### src/rtl/core/mwrd_pkg.sv
// Shared types, codes and sizes for the Modbus write request decoder.
package mwrd_pkg;

   localparam int MAX_FRAME_BYTES = 260;
   localparam int POS_W = 9;
   localparam int CNT_W = 17;
   localparam int CSR_IDX_W = 1;
   localparam int JOBQ_DEPTH = 4;
   localparam int JOBQ_PTR_W = $clog2(JOBQ_DEPTH);

   localparam logic [CSR_IDX_W-1:0] CSR_COIL_COUNT = 1'b0;
   localparam logic [CSR_IDX_W-1:0] CSR_REG_COUNT  = 1'b1;

   localparam logic [1:0] KIND_COIL   = 2'd0;
   localparam logic [1:0] KIND_REG    = 2'd1;
   localparam logic [1:0] KIND_STATUS = 2'd2;

   localparam logic [2:0] ST_DONE      = 3'd0;
   localparam logic [2:0] ST_RANGE     = 3'd1;
   localparam logic [2:0] ST_READ      = 3'd2;
   localparam logic [2:0] ST_UNHANDLED = 3'd3;
   localparam logic [2:0] ST_SHORT     = 3'd4;

   localparam logic [7:0] FC_READ_FIRST  = 8'd1;
   localparam logic [7:0] FC_READ_LAST   = 8'd4;
   localparam logic [7:0] FC_WRITE_COIL  = 8'd5;
   localparam logic [7:0] FC_WRITE_REG   = 8'd6;
   localparam logic [7:0] FC_WRITE_COILS = 8'd15;
   localparam logic [7:0] FC_WRITE_REGS  = 8'd16;

   localparam logic [7:0] COIL_ON = 8'hFF;

   localparam logic [POS_W-1:0] POS_FUNC     = 9'd7;
   localparam logic [POS_W-1:0] POS_ADDR_HI  = 9'd8;
   localparam logic [POS_W-1:0] POS_ADDR_LO  = 9'd9;
   localparam logic [POS_W-1:0] POS_QTY_HI   = 9'd10;
   localparam logic [POS_W-1:0] POS_QTY_LO   = 9'd11;
   localparam logic [POS_W-1:0] POS_BYTE_CNT = 9'd12;
   localparam logic [POS_W-1:0] POS_DATA     = 9'd13;

   localparam logic [9:0] NEED_COIL = 10'd11;
   localparam logic [9:0] NEED_REG  = 10'd12;
   localparam logic [9:0] NEED_MULTI = 10'd13;

   typedef struct packed {
      logic [7:0] frame_byte;
      logic       frame_end;
   } req_type;

   typedef struct packed {
      logic [1:0]  item_kind;
      logic [15:0] target_address;
      logic [15:0] write_value;
      logic [2:0]  frame_status;
      logic [7:0]  func_code;
      logic        run_last;
   } rsp_type;

   // One accepted byte's work: up to eight writes, then an optional status beat.
   typedef struct packed {
      logic [3:0]  wr_cnt;
      logic        wr_multi;
      logic [1:0]  wr_kind;
      logic [15:0] wr_addr;
      logic [15:0] wr_value;
      logic        st_valid;
      logic [2:0]  st;
      logic [7:0]  fc;
   } job_type;

endpackage

### src/rtl/core/mwrd_front.sv
// Front end: tracks the frame, range-checks addresses and issues write and status jobs.
module mwrd_front
   import mwrd_pkg::*;
(
   input  logic             clock,
   input  logic             reset,
   input  logic             req_push,
   input  req_type          req_data,
   input  logic             q_full,
   input  logic [CNT_W-1:0] coil_count,
   input  logic [CNT_W-1:0] register_count,
   output logic             req_full,
   output logic             job_push,
   output job_type          job
);

   logic [POS_W-1:0] pos_ff, pos_in;
   logic [7:0]       fc_ff, fc_in;
   logic [15:0]      start_ff, start_in;
   logic [15:0]      qty_ff, qty_in;
   logic [7:0]       dbc_ff, dbc_in;
   logic             rok_ff, rok_in;
   logic [7:0]       hi_ff, hi_in;

   logic             accept;
   logic             take;
   logic [POS_W-1:0] off;
   logic [11:0]      base;
   logic [15:0]      diff;
   logic [7:0]       ridx;
   logic [13:0]      q7;
   logic [7:0]       nb;
   logic [7:0]       nr;
   logic [7:0]       nr_min;
   logic [9:0]       need;
   logic [2:0]       status;
   logic [7:0]       b;
   job_type          job_w;

   assign req_full = q_full;
   assign accept   = req_push && !q_full;
   assign b        = req_data.frame_byte;
   assign take     = pos_ff < POS_W'(MAX_FRAME_BYTES);
   assign off      = pos_ff - POS_DATA;
   assign base     = {off, 3'b000};
   assign diff     = qty_ff - {4'b0, base};
   assign ridx     = off[8:1];

   always_comb begin
      pos_in   = pos_ff;
      fc_in    = fc_ff;
      start_in = start_ff;
      qty_in   = qty_ff;
      dbc_in   = dbc_ff;
      rok_in   = rok_ff;
      hi_in    = hi_ff;
      job_w         = '0;
      job_w.wr_kind = KIND_COIL;
      if (take) begin
         pos_in = pos_ff + POS_W'(1);
         if (pos_ff == POS_FUNC) begin
            fc_in = b;
         end else if (pos_ff == POS_ADDR_HI) begin
            start_in = {b, 8'h00};
         end else if (pos_ff == POS_ADDR_LO) begin
            start_in = {start_ff[15:8], b};
            if (fc_ff == FC_WRITE_COIL) rok_in = {1'b0, start_in} < coil_count;
            if (fc_ff == FC_WRITE_REG) rok_in = {1'b0, start_in} < register_count;
         end else if (pos_ff == POS_QTY_HI) begin
            qty_in = {b, 8'h00};
            if (fc_ff == FC_WRITE_COIL && rok_ff) begin
               job_w.wr_cnt   = 4'd1;
               job_w.wr_kind  = KIND_COIL;
               job_w.wr_addr  = start_ff;
               job_w.wr_value = {15'b0, b == COIL_ON};
            end
         end else if (pos_ff == POS_QTY_LO) begin
            qty_in = {qty_ff[15:8], b};
            if (fc_ff == FC_WRITE_REG && rok_ff) begin
               job_w.wr_cnt   = 4'd1;
               job_w.wr_kind  = KIND_REG;
               job_w.wr_addr  = start_ff;
               job_w.wr_value = qty_in;
            end
            if (fc_ff == FC_WRITE_COILS)
               rok_in = ({1'b0, start_ff} + {1'b0, qty_in}) <= coil_count;
            if (fc_ff == FC_WRITE_REGS)
               rok_in = ({1'b0, start_ff} + {1'b0, qty_in}) <= register_count;
         end else if (pos_ff == POS_BYTE_CNT) begin
            dbc_in = b;
         end else if (pos_ff >= POS_DATA) begin
            if (fc_ff == FC_WRITE_COILS && rok_ff && off < {1'b0, dbc_ff}) begin
               if (qty_ff > {4'b0, base}) begin
                  job_w.wr_cnt   = (diff >= 16'd8) ? 4'd8 : diff[3:0];
                  job_w.wr_multi = 1'b1;
                  job_w.wr_kind  = KIND_COIL;
                  job_w.wr_addr  = start_ff + {4'b0, base};
                  job_w.wr_value = {8'h00, b};
               end
            end else if (fc_ff == FC_WRITE_REGS && rok_ff) begin
               if (!off[0]) begin
                  hi_in = b;
               end else if ({8'b0, ridx} < qty_ff && {ridx, 1'b0} < {1'b0, dbc_ff}) begin
                  job_w.wr_cnt   = 4'd1;
                  job_w.wr_kind  = KIND_REG;
                  job_w.wr_addr  = start_ff + {8'b0, ridx};
                  job_w.wr_value = {hi_ff, b};
               end
            end
         end
      end
      job_w.fc = fc_in;
   end

   // Frame status from the state as it stands after this byte.
   always_comb begin
      q7     = 14'(({1'b0, qty_in} + 17'd7) >> 3);
      nb     = (q7 > {6'b0, dbc_in}) ? dbc_in : q7[7:0];
      nr     = 8'(({1'b0, dbc_in} + 9'd1) >> 1);
      nr_min = ({8'b0, nr} > qty_in) ? qty_in[7:0] : nr;
      need   = 10'd0;
      status = ST_DONE;
      if (pos_in < POS_ADDR_HI) begin
         status = ST_SHORT;
      end else if (fc_in >= FC_READ_FIRST && fc_in <= FC_READ_LAST) begin
         status = ST_READ;
      end else if (fc_in == FC_WRITE_COIL || fc_in == FC_WRITE_REG ||
                   fc_in == FC_WRITE_COILS || fc_in == FC_WRITE_REGS) begin
         if (fc_in == FC_WRITE_COIL) need = NEED_COIL;
         else if (fc_in == FC_WRITE_REG) need = NEED_REG;
         else if (fc_in == FC_WRITE_COILS) need = NEED_MULTI + (rok_in ? {2'b0, nb} : 10'd0);
         else need = NEED_MULTI + (rok_in ? {1'b0, nr_min, 1'b0} : 10'd0);
         if ({1'b0, pos_in} < need) status = ST_SHORT;
         else status = rok_in ? ST_DONE : ST_RANGE;
      end else begin
         status = ST_UNHANDLED;
      end
   end

   always_comb begin
      job_push = accept && (job_w.wr_cnt != 4'd0 || req_data.frame_end);
   end

   always_comb begin
      job          = job_w;
      job.st_valid = req_data.frame_end;
      job.st       = status;
   end

   always_ff @(posedge clock) begin
      if (reset) begin
         pos_ff   <= '0;
         fc_ff    <= '0;
         start_ff <= '0;
         qty_ff   <= '0;
         dbc_ff   <= '0;
         rok_ff   <= 1'b0;
         hi_ff    <= '0;
      end else if (accept) begin
         if (req_data.frame_end) begin
            pos_ff   <= '0;
            fc_ff    <= '0;
            start_ff <= '0;
            qty_ff   <= '0;
            dbc_ff   <= '0;
            rok_ff   <= 1'b0;
            hi_ff    <= '0;
         end else begin
            pos_ff   <= pos_in;
            fc_ff    <= fc_in;
            start_ff <= start_in;
            qty_ff   <= qty_in;
            dbc_ff   <= dbc_in;
            rok_ff   <= rok_in;
            hi_ff    <= hi_in;
         end
      end
   end

endmodule

### src/rtl/core/mwrd_jobq.sv
// Short job queue between the front end and the result expander.
module mwrd_jobq
   import mwrd_pkg::*;
(
   input  logic    clock,
   input  logic    reset,
   input  logic    push,
   input  job_type push_job,
   input  logic    pop,
   output logic    full,
   output logic    empty,
   output job_type head
);

   job_type              mem_ff [JOBQ_DEPTH];
   logic [JOBQ_PTR_W-1:0] wr_ff, wr_in;
   logic [JOBQ_PTR_W-1:0] rd_ff, rd_in;
   logic [JOBQ_PTR_W:0]   cnt_ff, cnt_in;
   logic                  do_push, do_pop;

   assign full    = cnt_ff == (JOBQ_PTR_W+1)'(JOBQ_DEPTH);
   assign empty   = cnt_ff == '0;
   assign head    = mem_ff[rd_ff];
   assign do_push = push && !full;
   assign do_pop  = pop && !empty;

   always_comb begin
      wr_in  = do_push ? JOBQ_PTR_W'((32'(wr_ff) + 1) % JOBQ_DEPTH) : wr_ff;
      rd_in  = do_pop ? JOBQ_PTR_W'((32'(rd_ff) + 1) % JOBQ_DEPTH) : rd_ff;
      cnt_in = cnt_ff + {{JOBQ_PTR_W{1'b0}}, do_push} - {{JOBQ_PTR_W{1'b0}}, do_pop};
   end

   always_ff @(posedge clock) begin
      if (reset) begin
         wr_ff  <= '0;
         rd_ff  <= '0;
         cnt_ff <= '0;
      end else begin
         wr_ff  <= wr_in;
         rd_ff  <= rd_in;
         cnt_ff <= cnt_in;
      end
   end

   always_ff @(posedge clock) begin
      if (do_push) mem_ff[wr_ff] <= push_job;
   end

endmodule

### src/rtl/core/mwrd_back.sv
// Back end: expands each job into result beats through an output register.
module mwrd_back
   import mwrd_pkg::*;
(
   input  logic    clock,
   input  logic    reset,
   input  job_type job,
   input  logic    job_empty,
   output logic    job_pop,
   input  logic    rsp_pop,
   output logic    rsp_empty,
   output rsp_type rsp_data
);

   logic [3:0] idx_ff, idx_in;
   logic       vld_ff, vld_in;
   rsp_type    rsp_ff, rsp_in;
   logic       load;
   logic       last;
   logic [3:0] total;

   assign rsp_empty = !vld_ff;
   assign rsp_data  = rsp_ff;
   assign load      = !job_empty && (!vld_ff || rsp_pop);
   assign total     = job.wr_cnt + {3'b0, job.st_valid};
   assign last      = idx_ff == total - 4'd1;
   assign job_pop   = load && last;

   always_comb begin
      rsp_in           = '0;
      rsp_in.func_code = job.fc;
      rsp_in.run_last  = last;
      if (idx_ff < job.wr_cnt) begin
         rsp_in.item_kind      = job.wr_kind;
         rsp_in.target_address = job.wr_addr + {12'b0, idx_ff};
         rsp_in.write_value    = job.wr_multi ? {15'b0, job.wr_value[idx_ff]} : job.wr_value;
         rsp_in.frame_status   = ST_DONE;
      end else begin
         rsp_in.item_kind    = KIND_STATUS;
         rsp_in.frame_status = job.st;
      end
      idx_in = idx_ff;
      if (load) idx_in = last ? 4'd0 : idx_ff + 4'd1;
      vld_in = load ? 1'b1 : (rsp_pop ? 1'b0 : vld_ff);
   end

   always_ff @(posedge clock) begin
      if (reset) begin
         idx_ff <= '0;
         vld_ff <= 1'b0;
      end else begin
         idx_ff <= idx_in;
         vld_ff <= vld_in;
      end
   end

   always_ff @(posedge clock) begin
      if (load) rsp_ff <= rsp_in;
   end

endmodule

### src/rtl/core/modbus_write_request_decoder.sv
// Top level of the Modbus TCP write request decoder.
// A byte's result beats pass through the job queue and then the output register.
// Throughput: one request byte per cycle while the four-entry job queue has room;
// results leave at one beat per cycle while popped, a coil data byte taking up to
// eight beats and the frame end one more, so the result side sets the sustained rate.
// Reset: synchronous; clears frame state, both count registers and all queues.
module modbus_write_request_decoder
   import mwrd_pkg::*;
(
   input  logic                 clock,
   input  logic                 reset,
   input  logic                 req_push,
   output logic                 req_full,
   input  req_type              req_data,
   output logic                 rsp_empty,
   input  logic                 rsp_pop,
   output rsp_type              rsp_data,
   input  logic                 csr_valid,
   output logic                 csr_ready,
   input  logic [CSR_IDX_W-1:0] csr_index,
   input  logic [CNT_W-1:0]     csr_data
);

   logic [CNT_W-1:0] coil_cnt_ff, coil_cnt_in;
   logic [CNT_W-1:0] reg_cnt_ff, reg_cnt_in;
   logic             q_full, q_empty, q_push, q_pop;
   job_type          q_in, q_head;

   assign csr_ready = 1'b1;

   always_comb begin
      coil_cnt_in = coil_cnt_ff;
      reg_cnt_in  = reg_cnt_ff;
      if (csr_valid) begin
         unique case (csr_index)
            CSR_COIL_COUNT: coil_cnt_in = csr_data;
            CSR_REG_COUNT:  reg_cnt_in  = csr_data;
            default: ;
         endcase
      end
   end

   always_ff @(posedge clock) begin
      if (reset) begin
         coil_cnt_ff <= '0;
         reg_cnt_ff  <= '0;
      end else begin
         coil_cnt_ff <= coil_cnt_in;
         reg_cnt_ff  <= reg_cnt_in;
      end
   end

   mwrd_front u_front (
      .clock          (clock),
      .reset          (reset),
      .req_push       (req_push),
      .req_data       (req_data),
      .q_full         (q_full),
      .coil_count     (coil_cnt_ff),
      .register_count (reg_cnt_ff),
      .req_full       (req_full),
      .job_push       (q_push),
      .job            (q_in)
   );

   mwrd_jobq u_jobq (
      .clock    (clock),
      .reset    (reset),
      .push     (q_push),
      .push_job (q_in),
      .pop      (q_pop),
      .full     (q_full),
      .empty    (q_empty),
      .head     (q_head)
   );

   mwrd_back u_back (
      .clock     (clock),
      .reset     (reset),
      .job       (q_head),
      .job_empty (q_empty),
      .job_pop   (q_pop),
      .rsp_pop   (rsp_pop),
      .rsp_empty (rsp_empty),
      .rsp_data  (rsp_data)
   );

endmodule

### config.mk
export PLATFORM = sky130hd
export DESIGN_NAME = modbus_write_request_decoder
export DESIGN_NICKNAME = d
export VERILOG_FILES = /design/src/rtl/core/mwrd_pkg.sv /design/src/rtl/core/mwrd_front.sv /design/src/rtl/core/mwrd_jobq.sv /design/src/rtl/core/mwrd_back.sv /design/src/rtl/core/modbus_write_request_decoder.sv
export SDC_FILE = /design/constraint.sdc
export NUM_CORES = 1
export LEC_CHECK = 0
export BUFFER_PORTS_ARGS = -buffer_cell sky130_fd_sc_hd__buf_2
export CORE_MARGIN = 5
export CORE_UTILIZATION = 38
export DETAILED_ROUTE_END_ITERATION = 8
export PLACE_DENSITY_LB_ADDON = 0.08
export SYNTH_ARGS = -nofsm -noshare
export SYNTH_HDL_FRONTEND = slang
export SYNTH_SLANG_ARGS = --single-unit
### constraint.sdc
create_clock -name clock -period 25.1 [get_ports clock]
set_input_delay 5.02 -clock clock [delete_from_list [all_inputs] [get_ports clock]]
set_output_delay 5.02 -clock clock [all_outputs]
set_load 0.01 [all_outputs]
* After elaboration in Yosys (flattened, before gate mapping)
Memories as Yosys holds them, arrays and structs flattened. A register that Yosys moved wholly into a read port is not among the register bits.
Cells that the tools add are included.
** Storage, ports and cells
- Logic and storage cells :: 222
- Bits in writable memories :: 204
- Register bits after elaboration :: 158
- Memories kept :: 1
** Cells by class
- $lt $le $gt $ge :: 19
- Reduce and logical (&&, ||, !) cells :: 35
- Equal/unequal tests :: 25
- Bitwise logic cells :: 2
- Mux-type cells :: 100
- $add $sub $neg :: 18
** Memories
- u_jobq.mem_ff :: depth 4, bits a word 51, read ports 1, clocked after Yosys merged registers in 1, wr ports 1, RTL line mwrd_jobq.sv:15 : job_type mem_ff [JOBQ_DEPTH];
** Operators by type and width (number)
- $mux W39 :: 7
- $mux W8 :: 28
- $mux W34 :: 5
- $mux W16 :: 10
- $mux W33 :: 2
- $mux W10 :: 6
- $eq A9 B4 Y1 const B :: 5
- $le A17 B17 Y1 :: 2
- $lt A16 B17 Y1 :: 2
- $eq A8 B3 Y1 const B :: 4
- $mux W32 :: 1
- $mux W9 :: 3
- $mux W1 :: 25
- $mux W4 :: 6
- $add A4 B10 Y10 const A :: 2
- $lt A9 B8 Y1 :: 2
- $add A16 B16 Y17 :: 1
- $add A16 B3 Y17 const B :: 1
- $add A16 B12 Y16 :: 1
- $add A16 B4 Y16 :: 1
- $add A16 B8 Y16 :: 1
- $eq A8 B4 Y1 const B :: 2
- $eq A8 B5 Y1 const B :: 2
- $ge A16 B4 Y1 const B :: 1
- other kinds (42) :: 79

* Depth between registers and ports, before layout
Gate-level depths: netlist (run 1).
- Depth after elaboration :: 24
- Gate-level depth with buffers :: 39
- Mapped depth without buffers :: 38

* Hierarchy
From an unflattened synthesis (run 1), not the netlist that was laid out.
** Unflattened totals
- Cells, all modules :: 2010
- Area total of the unflattened synthesis :: 21906.0 um^2
** Modules (own cells, without submodules)
- mwrd_front :: cells each 1355, sequential area each 1321.3 um^2, instances 1, area each 9989.6 um^2
- mwrd_jobq :: cells each 318, sequential area each 6306.0 um^2, instances 1, area each 7886.3 um^2
- mwrd_back :: cells each 203, sequential area each 1481.4 um^2, instances 1, area each 2580.0 um^2
- modbus_write_request_decoder :: cells each 134, sequential area each 680.7 um^2, instances 1, area each 1450.1 um^2

* Worst setup path before layout (run 1)
Ideal clock, no wire load.
- Path type :: input to register
- From :: input port req_data[2] (netlist bit)
- To :: memory u_jobq.mem_ff[0][8] (netlist bit), data pin
- Library setup time :: 0.286 ns
- Data required time :: 24.814 ns
- Slack :: 13.481 ns
- Arrival :: 11.334 ns
- Stages on the path :: 39
- Path through :: clkbuf_1 > inv_1 > fa_1 > nor2b_1 > o21ai_0 > a21boi_0 > o21ai_0 > a21oi_1 > o21ai_0 > a21o_1 > a21oi_1 > a311oi_1 > xnor2_1 > ha_1 > nand4_1 > nor3_1 > nand2_1 > a21boi_0 > [3 not listed] > clkbuf_1 > inv_1 > nor2_1 > ha_1 > nor3_2 > xnor2_1 > mux2i_1 > a221oi_2 > a21oi_1 > ha_1 > a21o_1 > a21oi_1 > nor2b_1 > o21ai_0 > nand2b_1 > a221oi_1 > o21a_1 > nor3_1
** RTL lines
- from (decl) :: RTL line modbus_write_request_decoder.sv:14 : input req_type req_data,
- to (decl) :: RTL line mwrd_jobq.sv:15

==> results of run 1 <==
[routing by layer]
metal / share of wire [%] / routed length, µm
met1: 47 / 30200
met2: 45 / 29000
met3: 5.1 / 3280
met4: 2.4 / 1520
met5: 0.020 / 13
[final cells by class]
class                           count  area [µm²]
Tap cell                          756         946
Timing Repair Buffer              103         578
Sequential cell                   360        9670
Multi-Input combinational cell   1480       11100
Clock inverter                     18         183
Inverter                          133         499
Fill cell                        5543       32300
Clock buffer                       60        1160
Antenna cell                        3        7.51
[how the worst max path moves through the flow]
stage / startpoint / to / slack (ps) / cells past startpoint
final: req_data[2] / u_jobq.mem_ff[0][10] / 12930 / 38
after global routing: req_data[2] / u_jobq.mem_ff[3][10] / 12080 / 38
after CTS: req_data[2] / u_jobq.mem_ff[0][10] / 12950 / 38
after detailed placement: req_data[2] / u_jobq.mem_ff[0][10] / 12380 / 38
after global placement: req_data[2] / u_jobq.mem_ff[0][10] / 12630 / 38
after floorplan: req_data[2] / u_jobq.mem_ff[0][8] / 13480 / 39
[worst min-delay path, stage by stage (launching register included)]
cell	delay, ps
dfxtp_1	300
nand2_1	50
a21oi_1	50
[per-stage QoR]
stage | setup WS [ps] | hold WS, ps
floorplan | 13480 | 436
global placement | 12630 | 445
detailed placement | 12380 | 448
CTS | 12950 | 455
global route | 12080 | 469
finish | 12930 | 452
[synth_stat cells (18+ instances only)]
cell type,number
a21oi_1,137
xor2_1,27
nor2b_1,32
nor2_1,200
edfxtp_1,246
nand4_1,26
o21ai_0,71
a21o_1,18
mux2i_1,27
xnor2_1,64
and2_1,42
dfxtp_1,114
nand2_1,160
inv_1,130
ha_1,168
nand3_1,43
clkbuf_1,77
a22oi_1,68
and3_1,20
o21a_1,19
nor3_1,38
mux4_2,55
[power by group through the flow]
stage          clock, mW  sequential, mW  combinational (mW)
5_1_grt            0.641           0.733               0.299
4_1_cts            0.612           0.728               0.276
6_report           0.595           0.727               0.269
3_5_place_dp           0           0.741               0.275
2_1_floorplan          0           0.756               0.162
3_3_place_gp           0           0.739               0.273
[state kept, by name, indices dropped and copies added, names as in the netlist, named ones only]
name,flops
coil_cnt_ff,17
reg_cnt_ff,17
u_back.idx_ff,4
u_back.rsp_data,46
u_back.vld_ff,1
u_front.dbc_ff,8
u_front.fc_ff,8
u_front.hi_ff,8
u_front.pos_ff,9
u_front.qty_ff,16
u_front.rok_ff,1
u_front.start_ff,16
u_jobq.cnt_ff,3
u_jobq.mem_ff,200
u_jobq.rd_ff,2
u_jobq.wr_ff,2
[logic make-up after synthesis]
kind of cell / count (synthesis) / synth area share [%]
adders and majority gates: 174 / 10.3
DFF: 360 / 44.7
muxes: 100 / 7.93
and+or+nand+nor: 660 / 15.2
buffers and inverters: 235 / 4.28
other: 1 / 0.0173
xor gates and xnor gates: 92 / 3.76
AOI/OAI and AO/OA: 453 / 13.8
==> impl_metrics.csv, run 1 <==
group,metric,value,unit
pwr,power_density,66.0,nW/µm²
synthesis,ys_seq_area_share,44.7,%
clocking,cts.repair.resized,0,
critical_path,startpoint_type,"input port",
clocking,cts_sinks,360,
run,drv_cap,0,
floorplan,initial_utilization,38.4,%
sta,setup_violations,0,
global_route,grt_pass1_wl,98.2,mm
critical_path,cp.arrival,12520,ps
sta,finalCritPeriodShare,48.5,%
pwr,p_seq_share,45.7,%
sta,tightest_slew,1160,ps
route,wire_per_inst,22.0,µm
route,wl,64.0,mm
sta,rsz0062_at_grt,"no",
worst_hold_path,min_to,"coil_cnt_ff[3]",
global_route,grt_pass1_vias,16015,
placed_design,postPlaceCellArea,22800,µm²
pwr,switchingPower,0.439,mW
synthesis,ys_ff_latch,360,
cells_and_area,stdcell_count,2913,
outcome,status,"complete, no violations",
sta,fin_setup_tns,0,ps
route,num_vias,16041,
critical_path,worstSetupPathType,"input port to flip-flop",
cells_and_area,drive_gt1_share,13.0,%
synthesis,synth-edff-count,246,
global_route,grt_max_degree,58,
route,drc_errors,0,
critical_path,worstSetupEndpointType,"flip-flop",
synthesis,syn_area,21600,µm²
floorplan,die_y,249,µm
critical_path,cp_max_fo,16,
cells_and_area,stdcell_area,24100,µm²
synthesis,yosys_warnings,0,
floorplan,die_area,61800,µm²
clocking,clock_latency,580,ps
global_route,grt_overflow,0,
pwr,total_power,1.59,mW
critical_path,crit_top_cell,"a21oi_1",
synthesis,synthArstFlopShare,0,%
clocking,cts_buffers,43,
critical_path,required,25450,ps
worst_hold_path,worstHoldStart,"coil_cnt_ff[3]",
synthesis,syn_area_per_cell,10.4,µm²
synthesis,synthCells,2075,
synthesis,syn-num-nets,2281,
sta,slew_headroom,22.0,%
critical_path,reg2reg_slack,16110,ps
worst_hold_path,min_path_type,"flip-flop to flip-flop",
critical_path,reg2reg_to,"u_jobq.mem_ff[0][10]",
cells_and_area,syn_to_final_growth,11.5,%
clocking,cts_max_level,2,
floorplan,die_w,249,µm
cells_and_area,post-route-util,42.8,%
global_route,antenna_found_initial,1,
pwr,p_int,1.15,mW
clocking,clk_pin_slew,50,ps
sta,fmax,82.2,MHz
critical_path,cp_slowest_cell,"o41ai_1",
critical_path,critPathTopFamily,"compound AO/OA/AOI/OAI gates",
floorplan,rows,87,
placed_design,placedCellCount,2832,
route,firstDrtPassIters,5,
sta,final-max-slew-violation-count,0,
global_route,use_met3,3.93,%
critical_path,cp_num_buf_inv,3,
critical_path,reg2reg_from,"u_front.pos_ff[0]",
placed_design,gp_congestion,0.899,
synthesis,synth.top_cell.area_share,34.2,%
floorplan,io-pin-count,81,
cells_and_area,layout.nets,2327,
clocking,postCtsSetupRepairBufs,0,
pwr,clockPowerShare,37.4,%
sta,final_hold_viol_count,0,
global_route,grtUsageMet1,28.4,%
clocking,holdBufCountCts,0,
route,via_per_inst,5.51,
synthesis,ys_types,99,
floorplan,placeableCoreArea,56400,µm²
clocking,cts_tree,"yes",
synthesis,synth_area_leader_cell,"edfxtp_1",
cells_and_area,layout_common_cells,"246 x edfxtp_1, 200 x nor2_1, 168 x ha_1, 160 x nand2_1, 136 x a21oi_1",
cells_and_area,final_common_cell,"edfxtp_1",
global_route,top_usage_layer,"met2",
pwr,power.leakage,8.86,nW
clocking,clockBufferDepth,3,
global_route,grt_use_total,20.2,%
route,drtAntennaViolNets,0,
placed_design,io_buffers,79,
sta,finClkSkew,28.8,ps
placed_design,dp_hpwl,47.2,mm
route,drtIter0Drc,1034,
pwr,combinationalPowerShare,16.9,%
synthesis,synth_area_leaders,"edfxtp_1 34%, dfxtp_1 11%, ha_1 9.7%, mux4_2 5.7%, nor2_1 3.5%",
critical_path,max_stage_delay,660,ps
critical_path,worstRegToRegCells,33,
pwr,p_sw_share,27.6,%
sta,fin_crit,12170,ps
global_route,grt_use_met2,32.2,%
clocking,cts_root_buf,"clkbuf_16",
worst_hold_path,holdPathStages,2,
synthesis,synth_flop_cell,"edfxtp_1",
pwr,ir_drop,0.0000566,V
Power figures use the tool's default switching activity.
==> run 2, diff against run 1 <==
==> constraint.sdc (replaced) <==
create_clock -name clock -period 11.3 [get_ports clock]
set_input_delay 2.26 -clock clock [delete_from_list [all_inputs] [get_ports clock]]
set_output_delay 2.26 -clock clock [all_outputs]
set_load 0.01 [all_outputs]
==> impl_metrics.csv, run 2 (synthesis gave the netlist of run 1 again) <==
group,metric,value,unit
global_route,top_usage_layer,"met2",
pwr,p_sw_share,27.6,%
critical_path,max_stage_delay,390,ps
floorplan,die_area,61800,µm²
critical_path,cp_slowest_cell,"fa_1",
pwr,combinationalPowerShare,17.0,%
placed_design,gp_congestion,0.900,
global_route,grt_overflow,0,
clocking,clock_latency,580,ps
global_route,grt_use_met2,32.4,%
critical_path,startpoint_type,"input port",
sta,rsz0062_at_grt,"no",
placed_design,place_ws,1380,ps
run,drv_cap,0,
sta,final_hold_viol_count,0,
route,via_per_inst,5.55,
cells_and_area,post-route-util,42.7,%
pwr,p_seq_share,45.9,%
clocking,cts.repair.resized,0,
floorplan,initial_utilization,38.4,%
cells_and_area,layout_common_cells,"246 x edfxtp_1, 200 x nor2_1, 168 x ha_1, 160 x nand2_1, 136 x a21oi_1",
sta,tightest_slew,1090,ps
clocking,cts_root_buf,"clkbuf_16",
sta,final-max-slew-violation-count,0,
global_route,grt_pass1_wl,98.1,mm
sta,finalCritPeriodShare,83.2,%
critical_path,crit_top_cell,"a21oi_1",
route,wire_per_inst,22.1,µm
route,wl,64.1,mm
cells_and_area,drive_gt1_share,12.7,%
critical_path,worstRegToRegCells,33,
sta,fin_crit,9400,ps
floorplan,die_y,249,µm
clocking,clk_pin_slew,50,ps
pwr,clockPowerShare,37.1,%
worst_hold_path,min_path_type,"flip-flop to flip-flop",
route,drtAntennaViolNets,0,
global_route,grtUsageMet1,28.5,%
route,drc_errors,0,
placed_design,postPlaceCellArea,22800,µm²
clocking,holdBufCountCts,0,
worst_hold_path,holdPathStages,2,
sta,slew_headroom,27.1,%
floorplan,rows,87,
cells_and_area,diodes,0,
clocking,clockBufferDepth,3,
cells_and_area,largest-register,"u_jobq.mem_ff",
cells_and_area,largest_register_ffs,200,
pwr,power_density,146,nW/µm²
global_route,grt_use_total,20.2,%
clocking,cts_sinks,360,
cells_and_area,layout.nets,2324,
floorplan,io-pin-count,81,
global_route,grt_pass1_vias,15981,
floorplan,die_w,249,µm
route,drtIter0Drc,1044,
outcome,status,"complete, no violations",
placed_design,io_buffers,79,
sta,fin_setup_tns,0,ps
pwr,p_int,2.55,mW
placed_design,dp_hpwl,47.3,mm
sta,finClkSkew,28.0,ps
cells_and_area,final_common_cell,"edfxtp_1",
critical_path,worstSetupEndpointType,"flip-flop",
cells_and_area,syn_to_final_growth,11.2,%
pwr,switchingPower,0.969,mW
clocking,cts_buffers,41,
critical_path,required,11670,ps
critical_path,worstSetupPathType,"input port to flip-flop",
sta,setup_violations,0,
critical_path,cp_max_fo,16,
route,firstDrtPassIters,6,
sta,fmax,106,MHz
cells_and_area,stdcell_area,24100,µm²
clocking,postCtsSetupRepairBufs,0,
global_route,use_met3,3.44,%
floorplan,placeableCoreArea,56400,µm²
pwr,ir_drop,0.000125,V
global_route,antenna_found_initial,1,
critical_path,cp.arrival,9770,ps
clocking,cts_max_level,2,
global_route,grt_max_degree,58,
pwr,power.leakage,8.82,nW
route,num_vias,16133,
clocking,cts_tree,"yes",
sta,timing.final.ws_setup,1900,ps
run 2: path summary, 6_finish.rpt:
check,startpoint,endpoint,slack (ps)
worst max register to register,u_front.pos_ff[0],u_jobq.mem_ff[1][10],2170
worst min-delay path,reg_cnt_ff[4],reg_cnt_ff[4],450
worst min register to register,reg_cnt_ff[4],reg_cnt_ff[4],450
worst max-delay path,req_data[1],u_jobq.mem_ff[1][10],1900
run 2: power groups by stage:
stage,Sequential [mW],Combinational [mW],Clock [mW]
6_report,1.61,0.597,1.30
5_1_grt,1.63,0.663,1.39
4_1_cts,1.62,0.614,1.34
3_5_place_dp,1.65,0.612,0
3_3_place_gp,1.64,0.606,0
2_1_floorplan,1.68,0.360,0
run 2: critical path: cells and delay by family:
family | cells | cell delay [ps]
compound gates | 22 | 4130
xor+xnor | 1 | 150
fa+ha+maj | 5 | 1420
buf+inv | 4 | 670
mux | 1 | 120
simple gates | 7 | 1030
run 2: per-layer routing:
layer	up-vias	share of wire (%)	wire (µm)
met5	-	0	0
met4	0	2.3	1510
met3	86	5.6	3570
met2	382	45	29000
met1	7926	47	30100
li1	7739	-	-
run 2: final cells by class:
class | count | area, µm²
inverters | 133 | 499
well taps | 756 | 946
flip-flops and latches | 360 | 9670
clock inverters | 24 | 215
clock buffers | 51 | 1080
fillers | 5476 | 32300
multi-input cells | 1480 | 11100
repair buffers | 102 | 571
run 2: metrics by stage:
stage,hold WS [ps],std cells,power (mW)
after global placement,444,2831,2.25
after detailed placement,447,2831,2.26
final,452,2906,3.51
after CTS,457,2906,3.57
after floorplan,436,2075,2.04
after global routing,476,2906,3.69
